`src/sv/mss_pkg.sv`:
```
`timescale 1ns / 1ps
// ----------------------------------------------------------------------------
// mss_pkg
// Shared types, codes and helpers of the motor safety supervisor.
// ----------------------------------------------------------------------------
package mss_pkg;

    // operating modes as seen on the result stream
    localparam logic [2:0] MODE_DISABLED  = 3'd0;
    localparam logic [2:0] MODE_DIRECT    = 3'd1;
    localparam logic [2:0] MODE_VELOCITY  = 3'd2;
    localparam logic [2:0] MODE_CURRENT   = 3'd3;
    localparam logic [2:0] MODE_SAFETY    = 3'd4;
    localparam logic [2:0] MODE_EMERGENCY = 3'd5;

    // request kinds
    localparam logic REQ_TICK    = 1'b0;
    localparam logic REQ_COMMAND = 1'b1;

    // configuration register indexes
    localparam logic [2:0] REG_CRITICAL_CURRENT = 3'd0;
    localparam logic [2:0] REG_SAFETY_TRIP      = 3'd1;
    localparam logic [2:0] REG_SAFETY_DIVISOR   = 3'd2;
    localparam logic [2:0] REG_RESTORE          = 3'd3;
    localparam logic [2:0] REG_ALIVE_TIMEOUT    = 3'd4;
    localparam logic [2:0] REG_EMERG_DIVISOR    = 3'd5;
    localparam logic [2:0] REG_BRIDGE_OFF       = 3'd6;

    // serial divider
    localparam int DIV_STEPS = 32;
    localparam int DIV_CNT_W = $clog2(DIV_STEPS);

    // stream widths
    localparam int S_TDATA_W = 56;
    localparam int M_TDATA_W = 40;

    typedef struct packed {
        logic        fire;
        logic [15:0] count;
    } cnt_res_t;

    // soft timer: count up, fire and wrap when count + 1 reaches the limit
    function automatic cnt_res_t run_count(input logic [15:0] c, input logic [15:0] limit);
        cnt_res_t    r;
        logic [16:0] n;
        n       = {1'b0, c} + 17'd1;
        r.fire  = (n >= {1'b0, limit});
        r.count = r.fire ? 16'd0 : n[15:0];
        return r;
    endfunction

endpackage

```
`src/sv/motor_safety_supervisor.sv`:
```
`timescale 1ns / 1ps
// ----------------------------------------------------------------------------
// motor_safety_supervisor
// Mode supervisor with over-current trip, alive timeout, reference ramp-down
// and bridge shutdown, driven by tick and command transactions.
// ----------------------------------------------------------------------------
// channel   direction  handshake           payload
// s_        in         s_tvalid/s_tready   tuser: req_type, tdata: current, mode, reference
// m_        out        m_tvalid/m_tready   tdata: mode, reference, bridge, taken
// cfg_      in         cfg_valid/cfg_ready cfg_index, cfg_data
//
// a command or a tick without ramp passes from ST_IDLE straight to ST_OUT
// a ramping tick passes ST_DIV, the one-bit-per-cycle divider, then ST_RAMP and ST_OUT
// s_tready is high only while idle; a held result stalls the sequencer
// aresetn is synchronous; control registers and timers start from their defaults
// the divider and result holding registers are not reset; cfg_ready is always high
// ----------------------------------------------------------------------------
module motor_safety_supervisor
    import mss_pkg::*;
(
    input  logic                 aclk,
    input  logic                 aresetn,
    input  logic                 s_tvalid,
    output logic                 s_tready,
    // measured_current[15:0], requested_mode[17:16], reference_value[49:18]
    input  logic [S_TDATA_W-1:0] s_tdata,
    // req_type[0]
    input  logic                 s_tuser,
    output logic                 m_tvalid,
    input  logic                 m_tready,
    // mode[2:0], reference_out[34:3], bridge_enable[35], command_taken[36]
    output logic [M_TDATA_W-1:0] m_tdata,
    input  logic                 cfg_valid,
    output logic                 cfg_ready,
    input  logic [2:0]           cfg_index,
    input  logic [15:0]          cfg_data
);

    typedef enum logic [3:0] {
        ST_IDLE = 4'b0001,
        ST_DIV  = 4'b0010,
        ST_RAMP = 4'b0100,
        ST_OUT  = 4'b1000
    } state_t;

    state_t state_reg, state_next;

    logic [14:0] crit_reg;
    logic [15:0] trip_reg, sdiv_reg, restore_reg, alive_lim_reg, ediv_reg, boff_lim_reg;

    logic [2:0]         mode_reg, mode_next;
    logic [2:0]         smode_reg, smode_next;
    logic signed [31:0] active_reg, active_next;
    logic signed [31:0] sref_reg, sref_next;
    logic [15:0]        oc_cnt_reg, oc_cnt_next;
    logic [15:0]        rs_cnt_reg, rs_cnt_next;
    logic [15:0]        al_cnt_reg, al_cnt_next;
    logic [15:0]        bo_cnt_reg, bo_cnt_next;
    logic               taken_reg, taken_next;
    logic               m_tvalid_reg, m_tvalid_next;

    logic [DIV_CNT_W-1:0] dcnt_reg, dcnt_next;
    logic [15:0]          rem_reg, rem_next;
    logic [31:0]          quo_reg, quo_next;
    logic [15:0]          dvs_reg, dvs_next;
    logic                 neg_reg, neg_next;

    logic [2:0]  m_mode_reg;
    logic [31:0] m_ref_reg;
    logic        m_bridge_reg, m_taken_reg;

    logic               accept;
    logic               out_free;
    logic signed [15:0] cur;
    logic        [1:0]  req_mode;
    logic signed [31:0] req_ref;
    logic signed [16:0] cur17;
    logic        [16:0] mag;
    logic               over;
    logic        [16:0] trial;
    logic signed [32:0] qs;
    logic signed [33:0] diff;
    logic signed [31:0] sat;
    cnt_res_t           r_oc, r_al, r_bo, r_rs;
    logic        [15:0] ramp_div;
    logic        [31:0] smag;

    assign cfg_ready = 1'b1;
    assign s_tready  = (state_reg == ST_IDLE);
    assign accept    = s_tvalid && s_tready;
    assign out_free  = !m_tvalid_reg || m_tready;
    assign m_tvalid  = m_tvalid_reg;
    assign m_tdata   = {3'b000, m_taken_reg, m_bridge_reg, m_ref_reg, m_mode_reg};

    assign cur      = s_tdata[15:0];
    assign req_mode = s_tdata[17:16];
    assign req_ref  = s_tdata[49:18];
    assign cur17    = {cur[15], cur};
    assign mag      = cur17[16] ? 17'(17'sd0 - cur17) : 17'(cur17);
    assign over     = (mag > {2'b00, crit_reg});

    assign trial = {rem_reg, quo_reg[31]};
    assign qs    = neg_reg ? (33'sd0 - $signed({1'b0, quo_reg})) : $signed({1'b0, quo_reg});
    assign diff  = 34'(active_reg) - 34'(qs);

    always_comb begin
        if (diff[33:31] != 3'b000 && diff[33:31] != 3'b111) begin
            sat = diff[33] ? 32'sh8000_0000 : 32'sh7fff_ffff;
        end else begin
            sat = diff[31:0];
        end
    end

    always_comb begin
        state_next    = state_reg;
        mode_next     = mode_reg;
        smode_next    = smode_reg;
        active_next   = active_reg;
        sref_next     = sref_reg;
        oc_cnt_next   = oc_cnt_reg;
        rs_cnt_next   = rs_cnt_reg;
        al_cnt_next   = al_cnt_reg;
        bo_cnt_next   = bo_cnt_reg;
        taken_next    = taken_reg;
        m_tvalid_next = m_tvalid_reg && !m_tready;
        dcnt_next     = dcnt_reg;
        rem_next      = rem_reg;
        quo_next      = quo_reg;
        dvs_next      = dvs_reg;
        neg_next      = neg_reg;
        r_oc          = '0;
        r_al          = '0;
        r_bo          = '0;
        r_rs          = '0;
        ramp_div      = 16'd1;
        smag          = '0;

        case (state_reg)
            ST_IDLE: begin
                if (accept) begin
                    state_next = ST_OUT;
                    taken_next = 1'b0;
                    if (s_tuser == REQ_TICK) begin
                        if (mode_next inside {[MODE_DIRECT:MODE_CURRENT]}) begin
                            if (over) begin
                                r_oc        = run_count(oc_cnt_next, trip_reg);
                                oc_cnt_next = r_oc.count;
                                if (r_oc.fire) begin
                                    smode_next = mode_next;
                                    mode_next  = MODE_SAFETY;
                                    sref_next  = active_reg;
                                end
                            end else begin
                                oc_cnt_next = '0;
                            end
                        end
                        if (mode_next != MODE_EMERGENCY && mode_next != MODE_DISABLED) begin
                            r_al        = run_count(al_cnt_next, alive_lim_reg);
                            al_cnt_next = r_al.count;
                            if (r_al.fire) begin
                                if (restore_reg == 16'd0 && mode_next == MODE_SAFETY) begin
                                    oc_cnt_next = '0;
                                end
                                mode_next   = MODE_EMERGENCY;
                                sref_next   = active_reg;
                                bo_cnt_next = '0;
                            end
                        end
                        if (mode_next == MODE_EMERGENCY) begin
                            if (active_reg != 32'sd0) begin
                                ramp_div   = ediv_reg;
                                state_next = ST_DIV;
                            end else begin
                                r_bo        = run_count(bo_cnt_next, boff_lim_reg);
                                bo_cnt_next = r_bo.count;
                                if (r_bo.fire) begin
                                    mode_next = MODE_DISABLED;
                                end
                            end
                        end else if (mode_next == MODE_SAFETY) begin
                            if (over) begin
                                rs_cnt_next = '0;
                                if (active_reg != 32'sd0) begin
                                    ramp_div   = sdiv_reg;
                                    state_next = ST_DIV;
                                end
                            end else if (restore_reg != 16'd0) begin
                                r_rs        = run_count(rs_cnt_next, restore_reg);
                                rs_cnt_next = r_rs.count;
                                if (r_rs.fire) begin
                                    oc_cnt_next = '0;
                                    mode_next   = smode_next;
                                end
                            end
                        end
                        smag      = sref_next[31] ? (32'd0 - 32'(sref_next)) : 32'(sref_next);
                        dcnt_next = '0;
                        rem_next  = '0;
                        quo_next  = smag;
                        dvs_next  = (ramp_div == 16'd0) ? 16'd1 : ramp_div;
                        neg_next  = sref_next[31];
                    end else begin
                        if (mode_reg != MODE_SAFETY) begin
                            mode_next   = {1'b0, req_mode};
                            active_next = req_ref;
                            taken_next  = 1'b1;
                        end
                        al_cnt_next = '0;
                    end
                end
            end
            ST_DIV: begin
                if (trial >= {1'b0, dvs_reg}) begin
                    rem_next = 16'(trial - {1'b0, dvs_reg});
                    quo_next = {quo_reg[30:0], 1'b1};
                end else begin
                    rem_next = trial[15:0];
                    quo_next = {quo_reg[30:0], 1'b0};
                end
                dcnt_next = dcnt_reg + 1'b1;
                if (dcnt_reg == DIV_CNT_W'(DIV_STEPS - 1)) begin
                    state_next = ST_RAMP;
                end
            end
            ST_RAMP: begin
                if ((sat > 32'sd0 && sref_reg < 32'sd0) || (sat < 32'sd0 && sref_reg > 32'sd0)) begin
                    active_next = 32'sd0;
                end else begin
                    active_next = sat;
                end
                state_next = ST_OUT;
            end
            ST_OUT: begin
                if (out_free) begin
                    m_tvalid_next = 1'b1;
                    state_next    = ST_IDLE;
                end
            end
            default: begin
                state_next = ST_IDLE;
            end
        endcase
    end

    always_ff @(posedge aclk) begin
        if (!aresetn) begin
            state_reg     <= ST_IDLE;
            crit_reg      <= 15'd32767;
            trip_reg      <= 16'd1000;
            sdiv_reg      <= 16'd100;
            restore_reg   <= 16'd0;
            alive_lim_reg <= 16'd1000;
            ediv_reg      <= 16'd1000;
            boff_lim_reg  <= 16'd1000;
            mode_reg      <= MODE_DISABLED;
            smode_reg     <= MODE_DISABLED;
            active_reg    <= '0;
            sref_reg      <= '0;
            oc_cnt_reg    <= '0;
            rs_cnt_reg    <= '0;
            al_cnt_reg    <= '0;
            bo_cnt_reg    <= '0;
            taken_reg     <= 1'b0;
            m_tvalid_reg  <= 1'b0;
        end else begin
            state_reg    <= state_next;
            mode_reg     <= mode_next;
            smode_reg    <= smode_next;
            active_reg   <= active_next;
            sref_reg     <= sref_next;
            oc_cnt_reg   <= oc_cnt_next;
            rs_cnt_reg   <= rs_cnt_next;
            al_cnt_reg   <= al_cnt_next;
            bo_cnt_reg   <= bo_cnt_next;
            taken_reg    <= taken_next;
            m_tvalid_reg <= m_tvalid_next;
            if (cfg_valid && cfg_ready) begin
                case (cfg_index)
                    REG_CRITICAL_CURRENT: crit_reg      <= cfg_data[14:0];
                    REG_SAFETY_TRIP:      trip_reg      <= cfg_data;
                    REG_SAFETY_DIVISOR:   sdiv_reg      <= cfg_data;
                    REG_RESTORE:          restore_reg   <= cfg_data;
                    REG_ALIVE_TIMEOUT:    alive_lim_reg <= cfg_data;
                    REG_EMERG_DIVISOR:    ediv_reg      <= cfg_data;
                    REG_BRIDGE_OFF:       boff_lim_reg  <= cfg_data;
                    default: begin
                    end
                endcase
            end
        end
    end

    // divider datapath and result holding register
    always_ff @(posedge aclk) begin
        dcnt_reg <= dcnt_next;
        rem_reg  <= rem_next;
        quo_reg  <= quo_next;
        dvs_reg  <= dvs_next;
        neg_reg  <= neg_next;
        if (state_reg == ST_OUT && out_free) begin
            m_mode_reg   <= mode_reg;
            m_ref_reg    <= active_reg;
            m_bridge_reg <= (mode_reg != MODE_DISABLED);
            m_taken_reg  <= taken_reg;
        end
    end

endmodule

```
`config.mk`:
```
export PLATFORM = sky130hd
export DESIGN_NAME = motor_safety_supervisor
export DESIGN_NICKNAME = d
export VERILOG_FILES = /design/src/sv/mss_pkg.sv /design/src/sv/motor_safety_supervisor.sv
export SDC_FILE = /design/constraint.sdc
export NUM_CORES = 1
export LEC_CHECK = 0
export ABC_AREA = 1
export BUFFER_PORTS_ARGS = -buffer_cell sky130_fd_sc_hd__buf_4
export CAP_MARGIN = 20
export CELL_PAD_IN_SITES_DETAIL_PLACEMENT = 0
export CELL_PAD_IN_SITES_GLOBAL_PLACEMENT = 1
export CORE_ASPECT_RATIO = 1.4
export CORE_MARGIN = 5
export CORE_UTILIZATION = 25
export DETAILED_ROUTE_END_ITERATION = 6
export PLACE_DENSITY = 0.47
export SETUP_SLACK_MARGIN = 0.3
export SLEW_MARGIN = 10
export SYNTH_ARGS = -nofsm -noshare
export SYNTH_HDL_FRONTEND = slang
export SYNTH_SLANG_ARGS = --single-unit
```
`constraint.sdc`:
```
create_clock -name aclk -period 5.58 [get_ports aclk]
set_input_delay 1.395 -clock aclk [delete_from_list [all_inputs] [get_ports aclk]]
set_output_delay 1.395 -clock aclk [all_outputs]
set_load 0.01 [all_outputs]
```
==> run_results.csv, run 1 <==
group,metric,value,unit
layout,seqCellArea,0.008252,sq mm
placement,gp_routability_congestion,0.8947,
sta,finalMaxSlewViolations,0,
critical_path,crit_fanout,9,
power,power_density,288.6,mW/mm^2
sta,tightest_slew,1.021,ns
route,drc_errors,0,
layout,final_common_cell,"nand2_1",
placement,pre_cts_ws,-0.5069,ns
critical_path,timing.rr.end,"bo_cnt_reg[6]$_SDFFE_PN0P_",
critical_path,start_kind,"flop",
worst_hold_path,whs_endpoint,"m_taken_reg$_DFFE_PP_",
critical_path,arrival,6.01,ns
die,die_height,378.7,um
global_route,grt_pass1_wl,138200,um
placement,portBuffers,113,
clock_network,cts_hold_buf,0,
sta,finalClockSkew,0.02365,ns
sta,finalSetupViolCount,0,
die,die_area,0.1035,sq mm
placement,dpl_cell_area,0.02881,sq mm
outcome,outcome,"finished clean",
yosys,ys_seq_area_share,33.93,%
sta,rsz0062_at_grt,"yes",
run,drv_cap,0,
layout,final_cells,5197,
worst_hold_path,hp-class,"flop to flop",
layout,fillCellCount,10384,
die,die_x,273.4,um
critical_path,crit_type,"flop to flop",
yosys,synth_flop_cell,"dfxtp_1",
worst_hold_path,hold_start,"taken_reg$_SDFFE_PN0P_",
route,vias,23853,
power,vdd.ir_drop.worst,208.0,uV
route,first_pass_iters,5,
sta,setup_ws,0.1093,ns
critical_path,cp_slowest_cell,"xor2_1",
route,drtIter0Drc,994,
global_route,grt.total_usage,17.09,%
yosys,netlist_area,0.02428,sq mm
placement,place_inst,5031,
layout,multiInputGateArea,0.01511,sq mm
clock_network,htreeDepth,2,
critical_path,cpPeakStageDelay,0.40,ns
yosys,yosys_warnings,0,
sta,relSlewSlack,31.43,%
route,via_per_inst,4.590,
die,row_count,135,
placement,dpl.hpwl,70010,um
die,design.core.area,0.09662,sq mm
worst_hold_path,holdPathStages,0,
clock_network,numCtsBuffers,46,
layout,fin_area,0.03306,sq mm
critical_path,cp.required,6.12,ns
critical_path,reg2reg_from,"al_cnt_reg[0]$_SDFFE_PN0P_",
die,start_util,25.13,%
clock_network,root_buffer,"clkbuf_16",
yosys,ys_ff_latch,358,
sta,period_share,98.04,%
route,ant_nets,0,
sta,fin_crit,5.471,ns
critical_path,cp_common_cell,"nand2_2",
route,routed_wirelength,93390,um
layout,fin_util,34.22,%
route,avgRoutedWirePerCell,17.97,um
layout,final_cell_mix,"nand2_1 (585), inv_1 (470), buf_4 (449), o21ai_0 (265), nor2_1 (257)",
critical_path,rrSetupSlack,0.11,ns
global_route,first_global_vias,24461,
sta,fmax,182.8,MHz
clock_network,clockBufferDepth,3,
critical_path,ff2ff_path_depth,40,
yosys,synthArstFlopShare,0,%
clock_network,clkLatencyLatePin,0.62,ns
die,ioPinCount,124,
clock_network,clock-sinks,358,
critical_path,critPathCaptureType,"flop",
clock_network,cts_tree,"done",
sta,timing.hold.ws,0.4465,ns
layout,area_growth,36.19,%
global_route,overflow,0,
global_route,antenna_found_initial,0,
power,p_leak,15.17,nW
yosys,netlist_instances,3423,
layout,finalNetCount,4078,
yosys,synth.distinct_cells,64,
global_route,grt_start_max_net_pins,108,
yosys,synth_edf_count,107,
sta,final_hold_viol_count,0,
yosys,syn_avg_cell_area,7.092,sq um
clock_network,clk_pin_slew,0.06,ns
layout,drive_gt1_share,26.12,%
-- layer usage --
metal / wire length [um] / share of wire, % / vias up / GRT usage [%]
li1: - / - / 12161 / -
met4: 4702 / 5.0 / 0 / 7.341
met1: 34270 / 37 / 11162 / 17.16
met2: 51940 / 56 / 366 / 34.75
met3: 2478 / 2.7 / 164 / 2.036
met5: 0 / 0 / - / 0
-- through the flow --
stage | power, W | TNS [ns]
after floorplan | 0.004657 | 0
after global placement | 0.005988 | -35.13
after detailed placement | 0.006006 | -36.46
after CTS | 0.009376 | 0
after global routing | 0.01011 | -6.124
final | 0.009543 | 0
-- kinds of logic after synthesis --
family	count (synthesis)	synth area share [%]
buffers and inverters	645	10.72
xor gates and xnor gates	142	5.123
DFF	358	33.93
adders and majority gates	139	7.226
other	2	0.03094
AOI/OAI and AO/OA	733	16.83
and+or+nand+nor	1404	26.14
-- worst max-delay path by stage --
stage / depth (start not counted) / to / from
floorplan: 44 / bo_cnt_reg[5]$_SDFFE_PN0P_ / al_cnt_reg[1]$_SDFFE_PN0P_
global placement: 41 / mode_reg[2]$_SDFFE_PN0P_ / al_cnt_reg[1]$_SDFFE_PN0P_
detailed placement: 39 / mode_reg[2]$_SDFFE_PN0P_ / al_cnt_reg[1]$_SDFFE_PN0P_
CTS: 41 / active_reg[6]$_SDFFE_PN0P_ / quo_reg[0]$_DFFE_PP_
global route: 43 / bo_cnt_reg[11]$_SDFFE_PN0P_ / al_cnt_reg[1]$_SDFFE_PN0P_
finish: 40 / bo_cnt_reg[6]$_SDFFE_PN0P_ / al_cnt_reg[0]$_SDFFE_PN0P_
-- synthesized netlist by cell type (4+ instances only) --
library cell | n | share of area [%]
a211oi_1 | 5 | 0.15
a21o_1 | 9 | 0.28
a21oi_1 | 277 | 5.7
a21oi_2 | 30 | 1.1
a31oi_1 | 16 | 0.41
buf_1 | 6 | 0.093
buf_2 | 17 | 0.35
buf_4 | 9 | 0.28
buf_6 | 8 | 0.37
clkbuf_1 | 94 | 1.5
dfxtp_1 | 251 | 21
edfxtp_1 | 107 | 13
ha_1 | 137 | 7.1
inv_1 | 490 | 7.6
inv_2 | 15 | 0.23
nand2_1 | 667 | 10
nand2_2 | 24 | 0.62
nand2_4 | 9 | 0.42
nand3_1 | 193 | 4.0
nand3_2 | 35 | 1.4
nand3b_1 | 15 | 0.46
nand4_1 | 52 | 1.3
nor2_1 | 300 | 4.6
nor2_2 | 12 | 0.31
nor2_4 | 6 | 0.28
nor3_1 | 42 | 0.87
nor4_1 | 29 | 0.75
o211ai_1 | 49 | 1.5
o21a_1 | 4 | 0.12
o21ai_0 | 290 | 6.0
o21ai_1 | 17 | 0.35
o21ai_2 | 4 | 0.14
o21bai_1 | 8 | 0.25
o22ai_1 | 6 | 0.15
o31ai_1 | 4 | 0.12
or2_2 | 5 | 0.13
xnor2_1 | 33 | 1.2
xor2_1 | 109 | 3.9
-- power breakdown --
group	switching, W	internal, W	leakage (nW)
combinational	0.00202	0.00137	11.3
clock	0.00129	0.00184	0.775
sequential	0.000150	0.00287	3.06
-- repair_timing --
action / 4_1_cts / 5_1_grt
setup buffers: 34 / 32
pin swaps: 69 / 145
setup endpoints to repair: 55 / 130
gates cloned: 2 / 9
resized for setup: 158 / 303
-- area by class of cell --
class,instances,area share [%]
clock buffers,69,4.110
multi-input cells,2422,45.70
repair buffers,523,13.70
flip-flops and latches,358,24.96
inverters,507,5.896
diodes,2,0.01514
clock inverters,15,0.7001
well taps,1301,4.924
-- worst max-delay path: cells and delay by family (launching register included) --
kind                     cells  cell delay [ns]
AND/OR/NAND/NOR             20             2.00
AO/OA/AOI/OAI                5             0.55
buffers and inverters       10             1.17
flip-flops                   1             0.38
XOR/XNOR                     2             0.51
adder cells (fa/ha/maj)      3             0.74
No activity file was read; power rests on OpenSTA's default activity.
==> inputs of run 2 (changes only) <==
--- a/config.mk
+++ b/config.mk
@@ -15,6 +15,7 @@
 export CORE_UTILIZATION = 25
 export DETAILED_ROUTE_END_ITERATION = 6
 export PLACE_DENSITY = 0.47
+export RECOVER_POWER = 100
 export SETUP_SLACK_MARGIN = 0.3
 export SLEW_MARGIN = 10
 export SYNTH_ARGS = -nofsm -noshare
==> run_results.csv, run 2 (synthesis results as in run 1) <==
group,metric,value,unit
outcome,outcome,"finished with violations",
clock_network,clock-sinks,358,
route,via_per_inst,4.581,
sta,fin_crit,5.529,ns
layout,area_growth,35.32,%
global_route,grt_pass1_wl,138200,um
clock_network,clk_pin_slew,0.06,ns
die,ioPinCount,124,
critical_path,start_kind,"input pin",
critical_path,crit_family,"simple AND/OR/NAND/NOR gates",
placement,portBuffers,113,
layout,final_cell_mix,"nand2_1 (586), inv_1 (473), buf_4 (402), o21ai_0 (265), nor2_1 (258)",
route,vias,23810,
global_route,first_global_vias,24461,
route,ant_nets,0,
layout,final_common_cell,"nand2_1",
sta,rsz0062_at_grt,"yes",
critical_path,crit_type,"input pin to flop",
placement,place_inst,5031,
outcome,failed_checks,"max-capacitance violations, max-slew violations",
clock_network,root_buffer,"clkbuf_16",
clock_network,clockBufferDepth,3,
die,row_count,135,
worst_hold_path,hp-class,"flop to flop",
critical_path,cpPeakStageDelay,0.32,ns
route,drc_errors,0,
clock_network,htreeDepth,2,
layout,seqCellArea,0.008252,sq mm
sta,relSlewSlack,-80.71,%
run,drv_cap,2,
critical_path,cp.required,5.84,ns
sta,setup_ws,0.05098,ns
die,die_x,273.4,um
sta,finalSetupViolCount,0,
critical_path,arrival,5.79,ns
sta,final_hold_viol_count,0,
power,power_density,290.2,mW/mm^2
critical_path,cp_slowest_cell,"ha_1",
die,die_height,378.7,um
sta,tightest_slew,2.711,ns
critical_path,cp_common_cell,"buf_6",
route,routed_wirelength,93510,um
critical_path,critPathCaptureType,"flop",
placement,pre_cts_ws,-0.5069,ns
layout,drive_gt1_share,24.73,%
die,start_util,25.13,%
die,die_area,0.1035,sq mm
critical_path,crit_fanout,8,
route,avgRoutedWirePerCell,17.99,um
sta,fmax,180.9,MHz
route,drtIter0Drc,947,
route,first_pass_iters,5,
sta,period_share,99.09,%
layout,final_cells,5197,
sta,finalClockSkew,0.02506,ns
clock_network,numCtsBuffers,46,
layout,finalNetCount,4078,
layout,multiInputGateArea,0.01508,sq mm
power,p_leak,15.00,nW
placement,dpl.hpwl,70010,um
critical_path,worst-path-buf-inv,7,
placement,gp_routability_congestion,0.8947,
global_route,overflow,0,
power,vdd.ir_drop.worst,208.1,uV
global_route,antenna_found_initial,0,
clock_network,clkLatencyLatePin,0.63,ns
die,design.core.area,0.09662,sq mm
global_route,grt.total_usage,17.09,%
power,fin_total_pwr,0.009534,W
clock_network,cts_tree,"done",
global_route,grt_start_max_net_pins,108,
layout,fillCellCount,10431,
sta,finalMaxSlewViolations,91,
run 2: cell types whose count changed in the layout (fill, tap and decap cells not counted), moves of 2 or more:
cell and change:
clkbuf_1 +46, nor3_1 +2, nor3_2 -2, inv_1 +3, inv_2 -3, clkbuf_2 +2
buf_4 -47
run 2: repair_timing:
item	in CTS	in global routing
pin swaps	69	145
resized for setup	158	303
cloned	2	9
setup buffers	34	32
hold buffers	0	0
setup endpoints to repair	55	130
run 2: through the flow:
stage          hold slack, ns  area, sq um  util (%)  setup TNS (ns)
2_1_floorplan          0.4086        24370         -               0
3_3_place_gp           0.4410        28790     29.80          -35.13
3_5_place_dp           0.4451        28810     29.81          -36.46
4_1_cts                0.4583        31460     32.56               0
5_1_grt                0.4649        32840     33.99          -10.90
6_report               0.4503        32850     34.00               0
run 2: area by class of cell:
| type | instances | share of cell area [%] |
|---|---|---|
| diodes | 2 | 0.01524 |
| clock buffers | 69 | 4.137 |
| clock inverters | 15 | 0.7047 |
| inverters | 507 | 5.934 |
| multi-input cells | 2422 | 45.90 |
| flip-flops and latches | 358 | 25.12 |
| well taps | 1301 | 4.955 |
| repair buffers | 523 | 13.23 |
run 2: path summary, 6_finish.rpt:
| kind | slack, ns | startpoint | cells after the start | endpoint |
|---|---|---|---|---|
| setup / recovery | 0.05 | s_tdata[1] | 32 | quo_reg[12]$_DFFE_PP_ |
| hold / removal | 0.45 | taken_reg$_SDFFE_PN0P_ | 0 | m_taken_reg$_DFFE_PP_ |
| setup reg to reg | 0.12 | al_cnt_reg[0]$_SDFFE_PN0P_ | 39 | bo_cnt_reg[15]$_SDFFE_PN0P_ |
| hold reg to reg | 0.45 | taken_reg$_SDFFE_PN0P_ | 0 | m_taken_reg$_DFFE_PP_ |
run 2: power breakdown:
group | total (W) | internal [W] | leakage (nW) | switching, W
sequential | 0.00302 | 0.00287 | 3.06 | 0.000150
combinational | 0.00338 | 0.00136 | 11.2 | 0.00202
clock | 0.00313 | 0.00184 | 0.775 | 0.00129
total | 0.00953 | 0.00607 | 15.0 | 0.00346
run 2: per-layer routing:
| metal | GRT usage, % | up-vias | wire, um |
|---|---|---|---|
| met5 | 0 | - | 0 |
| met1 | 17.16 | 11159 | 34490 |
| met4 | 7.341 | 0 | 4739 |
| met3 | 2.036 | 168 | 2278 |
| li1 | - | 12154 | - |
| met2 | 34.75 | 329 | 52010 |
